### config.mk
export PLATFORM = sky130hd
export DESIGN_NAME = aging_address_table
export DESIGN_NICKNAME = d
export VERILOG_FILES = /design/src/design/aat_pkg.sv /design/src/design/aat_table_ram.sv /design/src/design/aging_address_table.sv
export SDC_FILE = /design/constraint.sdc
export NUM_CORES = 2
export LEC_CHECK = 0
export ABC_AREA = 1
export BUFFER_PORTS_ARGS = -buffer_cell sky130_fd_sc_hd__buf_2
export CAP_MARGIN = 5
export CORE_MARGIN = 1
export CORE_UTILIZATION = 55
export DETAILED_ROUTE_END_ITERATION = 10
export PLACE_DENSITY = 0.82
export SYNTH_ARGS = -nofsm -noshare
export SYNTH_HDL_FRONTEND = slang
export SYNTH_SLANG_ARGS = --single-unit
### constraint.sdc
create_clock -name clk -period 14.5 [get_ports clk]
set_input_delay 0.725 -clock clk [delete_from_list [all_inputs] [get_ports clk]]
set_output_delay 0.725 -clock clk [all_outputs]
set_load 0.01 [all_outputs]
### src/design/aat_pkg.sv
// Shared types, constants and command codes for the aging address table.
package aat_pkg;

    localparam int TABLE_SLOTS = 16;
    localparam int SLOT_W      = (TABLE_SLOTS > 1) ? $clog2(TABLE_SLOTS) : 1;
    localparam int FILL_W      = $clog2(TABLE_SLOTS + 1);
    localparam int ADDR_W      = 48;
    localparam int TIME_W      = 32;
    localparam int WIN_W       = 31;
    localparam int CMD_W       = 2;
    localparam int STATUS_W    = 2;
    localparam int SLOT_OUT_W  = 8;
    localparam int COUNT_W     = 9;

    // Command codes
    localparam logic [CMD_W-1:0] CMD_SEEN  = 2'd0;
    localparam logic [CMD_W-1:0] CMD_NEXT  = 2'd1;
    localparam logic [CMD_W-1:0] CMD_PREV  = 2'd2;
    localparam logic [CMD_W-1:0] CMD_COUNT = 2'd3;

    // Status codes
    localparam logic [STATUS_W-1:0] ST_EXISTING = 2'd0;
    localparam logic [STATUS_W-1:0] ST_NEW      = 2'd1;
    localparam logic [STATUS_W-1:0] ST_REUSED   = 2'd2;
    localparam logic [STATUS_W-1:0] ST_NONE     = 2'd0;
    localparam logic [STATUS_W-1:0] ST_FOUND    = 2'd3;

    typedef struct packed {
        logic [CMD_W-1:0]  cmd;
        logic [ADDR_W-1:0] station_addr;
        logic              has_current;
        logic [TIME_W-1:0] now_ms;
        logic [WIN_W-1:0]  window_ms;
    } in_item_t;

    typedef struct packed {
        logic [STATUS_W-1:0]   status;
        logic [SLOT_OUT_W-1:0] slot;
        logic [ADDR_W-1:0]     found_addr;
        logic [COUNT_W-1:0]    active_count;
        logic [COUNT_W-1:0]    used_count;
    } out_item_t;

    // One table entry as held in memory
    typedef struct packed {
        logic [ADDR_W-1:0] addr;
        logic [TIME_W-1:0] seen_ms;
    } entry_t;

    // Access request to the table memory
    typedef struct packed {
        logic              rd_en;
        logic [SLOT_W-1:0] rd_addr;
        logic              wr_en;
        logic [SLOT_W-1:0] wr_addr;
        entry_t            wr_data;
    } ram_req_t;

endpackage

### src/design/aat_table_ram.sv
// Entry memory of the aging address table: one write and one registered read port.
module aat_table_ram
    import aat_pkg::*;
(
    input  logic     clk,
    input  ram_req_t req,
    output entry_t   rd_data
);

    entry_t mem [TABLE_SLOTS];

    // Write the entry and register the read data
    always_ff @(posedge clk)
    begin
        if (req.wr_en)
        begin
            mem[req.wr_addr] <= req.wr_data;
        end
        if (req.rd_en)
        begin
            rd_data <= mem[req.rd_addr];
        end
    end

endmodule

### src/design/aging_address_table.sv
// Top level of the aging address table: command sequencer around the entry memory.
//
// The table holds up to TABLE_SLOTS station addresses with their last-seen times in a
// single-port-read memory with a registered read port. Filled slots are always the
// lowest ones, so a fill count stands in for per-slot valid bits. Every transaction is
// handled one at a time: it is accepted, then one memory read is issued per filled slot
// in order (forward, or backward for a previous scan), with the data of each read
// checked in the cycle after the read, then a seen command writes its entry back and
// the result is delivered once the output register is free. Seen and scan commands
// stop at the first hit. No command overlaps another, so reads never meet the
// write-back of the same slot. in_ready is high whenever the sequencer is idle, even
// while the previous result still waits in the output register.
module aging_address_table
    import aat_pkg::*;
(
    input  logic      clk,
    input  logic      rst_n,
    input  logic      in_valid,
    output logic      in_ready,
    input  in_item_t  in_data,
    output logic      out_valid,
    input  logic      out_ready,
    output out_item_t out_data
);

    localparam logic [1:0] S_IDLE   = 2'd0;
    localparam logic [1:0] S_SCAN   = 2'd1;
    localparam logic [1:0] S_FINISH = 2'd2;

    logic [1:0]        state_reg, state_next;
    in_item_t          item_reg, item_next;
    logic [FILL_W-1:0] fill_reg, fill_next;
    logic [FILL_W-1:0] issue_cnt_reg, issue_cnt_next;
    logic              eval_valid_reg, eval_valid_next;
    logic              eval_last_reg, eval_last_next;
    logic [SLOT_W-1:0] eval_idx_reg, eval_idx_next;
    logic              started_reg, started_next;
    logic              hit_reg, hit_next;
    logic [SLOT_W-1:0] hit_slot_reg, hit_slot_next;
    logic [ADDR_W-1:0] hit_addr_reg, hit_addr_next;
    logic [FILL_W-1:0] act_cnt_reg, act_cnt_next;
    logic              out_valid_reg, out_valid_next;
    out_item_t         out_data_reg, out_data_next;

    ram_req_t          ram_req;
    entry_t            rd_data;

    logic              in_fire;
    logic              out_free;
    logic              issuing;
    logic [SLOT_W-1:0] issue_idx;
    logic [FILL_W-1:0] rev_idx;
    logic [TIME_W-1:0] age;
    logic              entry_active;
    logic              entry_match;

    aat_table_ram u_ram (
        .clk     (clk),
        .req     (ram_req),
        .rd_data (rd_data)
    );

    assign in_ready  = (state_reg == S_IDLE);
    assign in_fire   = in_valid && in_ready;
    assign out_free  = !out_valid_reg || out_ready;
    assign out_valid = out_valid_reg;
    assign out_data  = out_data_reg;

    // Pick the next slot to read: forward from 0, or backward from the last filled slot
    assign issuing   = (state_reg == S_SCAN) && (issue_cnt_reg < fill_reg);
    assign rev_idx   = fill_reg - issue_cnt_reg - FILL_W'(1);
    assign issue_idx = (item_reg.cmd == CMD_PREV) ? rev_idx[SLOT_W-1:0]
                                                  : issue_cnt_reg[SLOT_W-1:0];

    // Age test and address compare on the entry just read
    assign age          = item_reg.now_ms - rd_data.seen_ms;
    assign entry_active = age < {1'b0, item_reg.window_ms};
    assign entry_match  = (rd_data.addr == item_reg.station_addr);

    // Sequencer
    always_comb
    begin
        state_next      = state_reg;
        item_next       = item_reg;
        fill_next       = fill_reg;
        issue_cnt_next  = issue_cnt_reg;
        eval_valid_next = 1'b0;
        eval_last_next  = eval_last_reg;
        eval_idx_next   = eval_idx_reg;
        started_next    = started_reg;
        hit_next        = hit_reg;
        hit_slot_next   = hit_slot_reg;
        hit_addr_next   = hit_addr_reg;
        act_cnt_next    = act_cnt_reg;
        out_valid_next  = out_valid_reg;
        out_data_next   = out_data_reg;

        ram_req         = '0;

        // Drop the result once it is taken
        if (out_valid_reg && out_ready)
        begin
            out_valid_next = 1'b0;
        end

        unique case (state_reg)
            S_IDLE:
            begin
                if (in_fire)
                begin
                    item_next      = in_data;
                    issue_cnt_next = '0;
                    started_next   = !in_data.has_current;
                    hit_next       = 1'b0;
                    hit_slot_next  = '0;
                    hit_addr_next  = '0;
                    act_cnt_next   = '0;
                    eval_last_next = 1'b0;
                    state_next     = (fill_reg == '0) ? S_FINISH : S_SCAN;
                end
            end

            S_SCAN:
            begin
                // Issue the next read
                if (issuing)
                begin
                    ram_req.rd_en   = 1'b1;
                    ram_req.rd_addr = issue_idx;
                    issue_cnt_next  = issue_cnt_reg + FILL_W'(1);
                    eval_valid_next = 1'b1;
                    eval_idx_next   = issue_idx;
                    eval_last_next  = (issue_cnt_reg + FILL_W'(1) == fill_reg);
                end

                // Check the entry read in the previous cycle
                if (eval_valid_reg)
                begin
                    unique case (item_reg.cmd)
                        CMD_SEEN:
                        begin
                            if (entry_match)
                            begin
                                hit_next      = 1'b1;
                                hit_slot_next = eval_idx_reg;
                            end
                        end
                        CMD_NEXT, CMD_PREV:
                        begin
                            if (started_reg && entry_active)
                            begin
                                hit_next      = 1'b1;
                                hit_slot_next = eval_idx_reg;
                                hit_addr_next = rd_data.addr;
                            end
                            else if (item_reg.has_current && entry_match)
                            begin
                                started_next = 1'b1;
                            end
                        end
                        CMD_COUNT:
                        begin
                            if (entry_active)
                            begin
                                act_cnt_next = act_cnt_reg + FILL_W'(1);
                            end
                        end
                        default:
                        begin
                        end
                    endcase

                    if (hit_next || eval_last_reg)
                    begin
                        state_next      = S_FINISH;
                        eval_valid_next = 1'b0;
                    end
                end
            end

            S_FINISH:
            begin
                // Write back and deliver once the output register is free
                if (out_free)
                begin
                    out_valid_next             = 1'b1;
                    out_data_next              = '0;
                    unique case (item_reg.cmd)
                        CMD_SEEN:
                        begin
                            ram_req.wr_en         = 1'b1;
                            ram_req.wr_data.addr  = item_reg.station_addr;
                            ram_req.wr_data.seen_ms = item_reg.now_ms;
                            out_data_next.found_addr = item_reg.station_addr;
                            if (hit_reg)
                            begin
                                ram_req.wr_addr      = hit_slot_reg;
                                out_data_next.status = ST_EXISTING;
                                out_data_next.slot   = SLOT_OUT_W'(hit_slot_reg);
                            end
                            else if (fill_reg < FILL_W'(TABLE_SLOTS))
                            begin
                                ram_req.wr_addr      = fill_reg[SLOT_W-1:0];
                                fill_next            = fill_reg + FILL_W'(1);
                                out_data_next.status = ST_NEW;
                                out_data_next.slot   = SLOT_OUT_W'(fill_reg);
                            end
                            else
                            begin
                                ram_req.wr_addr      = '0;
                                out_data_next.status = ST_REUSED;
                                out_data_next.slot   = '0;
                            end
                        end
                        CMD_NEXT, CMD_PREV:
                        begin
                            if (hit_reg)
                            begin
                                out_data_next.status     = ST_FOUND;
                                out_data_next.slot       = SLOT_OUT_W'(hit_slot_reg);
                                out_data_next.found_addr = hit_addr_reg;
                            end
                            else
                            begin
                                out_data_next.status = ST_NONE;
                            end
                        end
                        CMD_COUNT:
                        begin
                            out_data_next.active_count = COUNT_W'(act_cnt_reg);
                        end
                        default:
                        begin
                        end
                    endcase
                    out_data_next.used_count = COUNT_W'(fill_next);
                    state_next               = S_IDLE;
                end
            end

            default:
            begin
                state_next = S_IDLE;
            end
        endcase
    end

    // Control registers
    always_ff @(posedge clk or negedge rst_n)
    begin
        if (!rst_n)
        begin
            state_reg      <= S_IDLE;
            fill_reg       <= '0;
            eval_valid_reg <= 1'b0;
            out_valid_reg  <= 1'b0;
        end
        else
        begin
            state_reg      <= state_next;
            fill_reg       <= fill_next;
            eval_valid_reg <= eval_valid_next;
            out_valid_reg  <= out_valid_next;
        end
    end

    // Payload and working registers
    always_ff @(posedge clk)
    begin
        item_reg      <= item_next;
        issue_cnt_reg <= issue_cnt_next;
        eval_last_reg <= eval_last_next;
        eval_idx_reg  <= eval_idx_next;
        started_reg   <= started_next;
        hit_reg       <= hit_next;
        hit_slot_reg  <= hit_slot_next;
        hit_addr_reg  <= hit_addr_next;
        act_cnt_reg   <= act_cnt_next;
        out_data_reg  <= out_data_next;
    end

    // Fill count never exceeds the table size
    a_fill_bound: assert property (@(posedge clk) disable iff (!rst_n)
        fill_reg <= FILL_W'(TABLE_SLOTS))
        else $error("fill count beyond table size");

    // Fill count never shrinks
    a_fill_grows: assert property (@(posedge clk) disable iff (!rst_n)
        1'b1 |=> fill_reg >= $past(fill_reg))
        else $error("fill count decreased");

    // Reads and the write-back never share a cycle
    a_no_rw_overlap: assert property (@(posedge clk) disable iff (!rst_n)
        !(ram_req.rd_en && ram_req.wr_en))
        else $error("read and write in the same cycle");

    // A pending result reports the current fill count
    a_used_count: assert property (@(posedge clk) disable iff (!rst_n)
        out_valid_reg |-> out_data_reg.used_count == COUNT_W'(fill_reg))
        else $error("used count out of step with fill count");

    // No read data is checked while idle
    a_idle_quiet: assert property (@(posedge clk) disable iff (!rst_n)
        (state_reg == S_IDLE) |-> !eval_valid_reg)
        else $error("entry check pending while idle");

endmodule

# After elaboration in Yosys (flattened, before gate mapping)
# Memories as Yosys holds them, arrays and structs flattened. A register that Yosys moved wholly into a read port is not among the register bits.
# Cells that the tools add are included.
dict set report totals {
  reg_bits 264
  mem_bits_rw 1280
  in_bits 118
  out_inout_bits 78
  elab_cells 143
  mem_count 1
}
dict set report op_classes {
  addsub 6
  magnitude_cmp 3
  eq_ne 21
  n_mux 65
  reduce_logical 24
}
# name words word_bits rd rd_ports_with_merged_regs wr line_no
set mem_list {}
lappend mem_list {u_ram.mem 16 80 1 1 1 aat_table_ram.sv:10} ;# entry_t mem [TABLE_SLOTS];
# operator n
set op_table {}
lappend op_table {{85-bit 2-to-1 mux} 3}
lappend op_table {{48-bit 2-to-1 mux} 4}
lappend op_table {{58-bit one-hot mux with 2 select lines} 1}
lappend op_table {{48-bit one-hot mux with 2 select lines} 1}
lappend op_table {{52-bit 2-to-1 mux} 1}
lappend op_table {{5-bit 2-to-1 mux} 10}
lappend op_table {{48-bit == test} 1}
lappend op_table {{32-bit by 31-bit less-than comparator with 1-bit output} 1}
lappend op_table {{32-bit subtractor} 1}
lappend op_table {{4-bit 2-to-1 mux} 7}
lappend op_table {{1-bit 2-to-1 mux} 21}
lappend op_table {{10-bit 2-to-1 mux} 2}
lappend op_table {{5-bit one-hot mux with 2 select lines} 2}
lappend op_table {{4-bit one-hot mux with 2 select lines} 2}
lappend op_table {{5-bit by 1-bit adder with 5-bit output, second input constant} 3}
lappend op_table {{2-bit 2-to-1 mux} 6}
lappend op_table {{2-bit by 1-bit inequality test with 1-bit output, second input constant} 6}
lappend op_table {{6-bit AND reduction} 2}
lappend op_table {{2-bit inequality test, second input constant} 5}
lappend op_table {{5-bit AND reduction} 2}
lappend op_table {{1-bit one-hot mux with 2 select lines} 4}
lappend op_table {{2-bit == test, second input constant} 3}
lappend op_table {{3-bit inequality test, second input constant} 2}
lappend op_table {{2-bit one-hot mux with 3 select lines} 1}
lappend op_table {{17 further kinds} 28}

# Depth between registers and ports, before layout
dict set report depth {
  ltp_word 11
  depth_mapped 31
  ltp_nobuf 31
}

# By module
# From an unflattened synthesis, not the netlist that was laid out.
dict set report hier_totals {
  hier_cells 6640
  area_unflattened_um2 70505.1
}
# mod instances cells_each area_each_um2 seq_area_each_um2
set modules_own_cells {}
lappend modules_own_cells {aat_table_ram 1 5255 56993.4 40839.2}
lappend modules_own_cells {aging_address_table 1 1385 13511.7 7642.3}

# Worst setup path before layout
# No wires, ideal clock.
dict set report synth_path {
  path_kind {input -> register}
  start {in out_ready}
  end {mem u_ram.mem[0][0] in the netlist's numbering (enable)}
  setup_time_ns 0.617
  arrival_time_ns 6.976
  required_ns 13.883
  path_slack_ns 6.907
  cell_stages 7
  path_buffers 0
  path_cell_list {nor2_1 nor2_1 inv_1 nor2_1 inv_1 nand2_1 nor3_1}
}
dict set report synth_between {
  elab_chain_cells 5
}
# element line_no
set synth_lines {}
lappend synth_lines {{start, declared} aging_address_table.sv:22} ;# input logic out_ready,
lappend synth_lines {{1-bit logical OR *} aging_address_table.sv:65} ;# assign out_free = !out_valid_reg || out_ready;
lappend synth_lines {{85-bit 2-to-1 mux *} aging_address_table.sv:184} ;# if (out_free)
lappend synth_lines {{85-bit 2-to-1 mux *} aging_address_table.sv:106} ;# unique case (state_reg)
lappend synth_lines {{1-bit 2-to-1 mux} aat_table_ram.sv:15} ;# if (req.wr_en)
lappend synth_lines {{1-bit 2-to-1 mux (implied by the code)} aat_table_ram.sv:17} ;# mem[req.wr_addr] <= req.wr_data;
lappend synth_lines {{end, declared} aat_table_ram.sv:10}
# Mark *: on every way between the ends. The rest lies on a longest branch, timed or not.

# Final worst setup path
dict set report layout_path {
  start {reg item_reg[31] in the netlist's numbering}
  end {reg hit_addr_reg[0] (enable)}
}
dict set report layout_between {
  elab_chain_cells 5
}
# element line_no
set layout_lines {}
lappend layout_lines {{start, declared} aging_address_table.sv:31} ;# in_item_t item_reg, item_next;
lappend layout_lines {{start signal, assigned} aging_address_table.sv:270} ;# item_reg <= item_next;
lappend layout_lines {{32-bit subtractor} aging_address_table.sv:76} ;# assign age = item_reg.now_ms - rd_data.seen_ms;
lappend layout_lines {{32-bit by 31-bit less-than comparator with 1-bit output} aging_address_table.sv:77} ;# assign entry_active = age < {1'b0, item_reg.window_ms};
lappend layout_lines {{1-bit logical AND} aging_address_table.sv:150} ;# if (started_reg && entry_active)
lappend layout_lines {{2-bit by 1-bit inequality test with 1-bit output (no line)} -}
lappend layout_lines {{5-bit AND reduction (no line)} -}
lappend layout_lines {{end signal, assigned} aging_address_table.sv:277} ;# hit_addr_reg <= hit_addr_next;
lappend layout_lines {{end, declared} aging_address_table.sv:40} ;# logic [ADDR_W-1:0] hit_addr_reg, hit_addr_next;
# Every way passes these cells.
# A chain may end at the register's enable or synchronous reset.

==> results.toml <==
[synth]
ys_seq_elements = 1616
yosysUniqueCellTypes = 49
syn_avg_cell_area_sq_um = 13.1
syn_inst = 5013
synth_edf_count = 1607
async_reset_ff_share_pct = 0.557
syn_area_sq_mm = 0.0656
yosys_warnings = 0
ys_seq_area_share_pct = 73.9
synth.area.top_cells = "edfxtp_1 (74%), nor2_1 (7.3%), o32ai_1 (4.1%)"
synth.top_cell.area_share_pct = 73.6
synth_ff_type = "edfxtp_1"
yosysTopAreaCell = "edfxtp_1"
yosysMostFrequentCell = "edfxtp_1"
synth_commonest_cells = "edfxtp_1 (1,607), nor2_1 (1,276), o32ai_1 (306), o21ai_0 (288), nand2_1 (246)"

[place]
place_congestion = 0.876
io_buffers = 183
dp_hpwl_um = 83500
placed_area_sq_mm = 0.0679

[grt]
grt.overflow.total = 0
grtUsageTotal_pct = 27.0
grt_pass1_vias = 41852
grt_pass1_wl_um = 246000
grt_max_degree = 239
antenna_found_initial = 2

[layout]
seq_area_sq_mm = 0.0485
final_layout_size_suffix_gt1_share_pct = 10.4
largest_reg_flops = 1280
final_nets = 5343
multi_input_area_sq_mm = 0.0150
syn_to_final_growth_pct = 11.3
fillers = 8010
final_area_sq_mm = 0.0730

[route]
ant_nets = 0
dr.pass1.iters = 6
via_per_inst = 6.29
routed_wl_um = 165000
route.detailed.drc = 0
drt_iter0_drc = 6438
wire_per_inst_um = 24.3
num_vias = 42800

[job]
maxCapViolations = 0

[critical_path]
critPathLaunchType = "register"
worstPathArrival_ns = 6.87
crit_top_cell = "nand2_1"
critPathMaxFanout = 34
path_buf_inv = 3
path_class = "reg2reg"
cp.required_ns = 14.91
cp-end-kind = "register"
critPathMaxStageDelay_ns = 0.94
critical_path.slowest_cell = "nor2_1"
cp_top_family = "simple AND/OR/NAND/NOR gates"

[floorplan]
dieArea_sq_mm = 0.121
core-area_sq_mm = 0.118
start_util_pct = 55.6
die_w_um = 347
num_rows = 126
io_pins = 196
die_y_um = 347

[power]
clkPwrFrac_pct = 27.7
sw_frac_of_total_pct = 35.3
max-vdd-ir-drop_mv = 0.172
p_seq_share_pct = 40.8
p_sw_mw = 5.13
power.density_mw_per_mm2 = 199
p_leak_nw = 26.0
p_int_mw = 9.42
p_comb_share_pct = 31.6

[sta]
layout_min_cycle_time_ns = 6.46
slew_headroom_pct = 9.87
worstMarginPinSlew_ns = 1.35
finalSetupViolCount = 0
clock_skew_ns = 0.0377
finalHoldViolCount = 0
timing.fmax_mhz = 155
drv_slew = 0
rsz0062_at_grt = "no"
setup_tns_ns = 0
min_period_over_period_pct = 44.5
hold_ws_ns = 0.107

[worst_hold_path]
hold_path.class = "in2reg"

[clocking]
cts_tree = "built"
path_clk_slew_ns = 0.07
cts_setup_buffers = 0
cts_made_buffers = 154
clock_latency_ns = 0.79
cts-resized-gates = 0
clock_sinks = 1616
htreeDepth = 4
cts.root.buffer_cell = "clkbuf_16"
cts.path.max_buffers = 3

[run_status]
status = "finished clean"
-- cell families (layout without fill, tap and decap cells) --
kind of cell    after synthesis  in the layout  share of synthesized area, %
xor+xnor                     82             82                          1.09
buf+inv                     550            792                          3.71
compound gates             1038           1038                          10.0
other cells                   1             13                       0.00572
flops                      1616           1616                          73.9
simple gates               1648           1648                          9.76
fa+ha+maj                    78             78                          1.51
-- through the flow --
step	setup slack (ns)	cells	utilization (%)	power, mW
global placement	8.48	6526	57.5	10.3
global route	7.90	6802	61.8	15.2
CTS	8.17	6802	61.8	14.5
detailed placement	8.28	6526	57.5	10.5
finish	8.04	6803	61.8	14.6
floorplan	6.91	5024	-	9.20
-- power groups by stage --
stage	sequential (mW)	clock, mW	combinational (mW)
3_3_place_gp	6.01	0	4.26
3_5_place_dp	6.02	0	4.44
4_1_cts	5.93	4.04	4.51
6_report	5.93	4.03	4.59
2_1_floorplan	5.98	0	3.22
5_1_grt	5.96	4.21	4.99
-- layout make-up --
class	instances	area share [%]
sequential	1616	66.4
multi-input combinational	2858	20.5
clock buffer	192	5.60
tap	1536	2.63
timing repair buffer	280	2.32
clock inverter	83	1.29
inverter	237	1.25
antenna	1	0.00343
-- layout by cell type, fill, tap and decap left out, types with 74 or more instances in the layout --
cell type	netlist	layout
inv_1	230	228
buf_4	25	92
ha_1	76	74
o32ai_1	306	306
nor2_1	1276	1257
o21ai_1	211	210
buf_2	88	183
o22ai_1	80	80
o21ai_0	288	288
nand2_1	246	245
a21oi_1	110	109
clkbuf_16	0	158
edfxtp_1	1607	1607
-- worst register-to-register path, stage by stage, from the launching register on --
cell	delay [ns]
edfxtp_1	0.37
inv_1	0.10
ha_1	0.16
inv_1	0.07
fa_1	0.41
nand3_1	0.09
nand2_1	0.10
nand2_1	0.08
nand2_1	0.07
a21oi_1	0.22
o21ai_1	0.14
nand2_1	0.08
nand2_1	0.14
nand2_1	0.10
nand2_1	0.09
a21boi_2	0.22
o21bai_1	0.14
a21oi_1	0.21
xnor2_1	0.10
ha_1	0.19
a21oi_1	0.14
nor2_1	0.06
a211oi_1	0.21
o211ai_1	0.12
nor2_1	0.94
nand3_2	0.31
a21oi_4	0.58
buf_4	0.61
-- what timing repair did --
action,4_1_cts,5_1_grt
hold buffers,1,0
setup endpoints to repair,0,0
hold endpoints to repair,9,0
-- routing by layer --
metal | vias to the layer above | routed length (um) | GRT usage [%]
li1 | 18572 | - | -
met1 | 20602 | 58600 | 35.1
met2 | 3095 | 79900 | 44.3
met3 | 529 | 19100 | 4.78
met4 | 2 | 7790 | 12.8
met5 | - | 7 | 0
-- worst paths after layout --
check	from	endpoint	slack [ns]	depth (start not counted)
setup / recovery	item_reg[31]	hit_addr_reg[0]	8.04	27
setup reg to reg	item_reg[31]	hit_addr_reg[0]	8.04	27
hold / removal	in_data[71]	item_reg[71]	0.11	1
min in group asynchronous	rst_n	fill_reg[4]	0.35	2
max in group asynchronous	rst_n	out_valid	13.95	2
hold reg to reg	eval_valid_reg	eval_valid_reg	0.46	1
No activity file was read; power rests on OpenSTA's default activity.
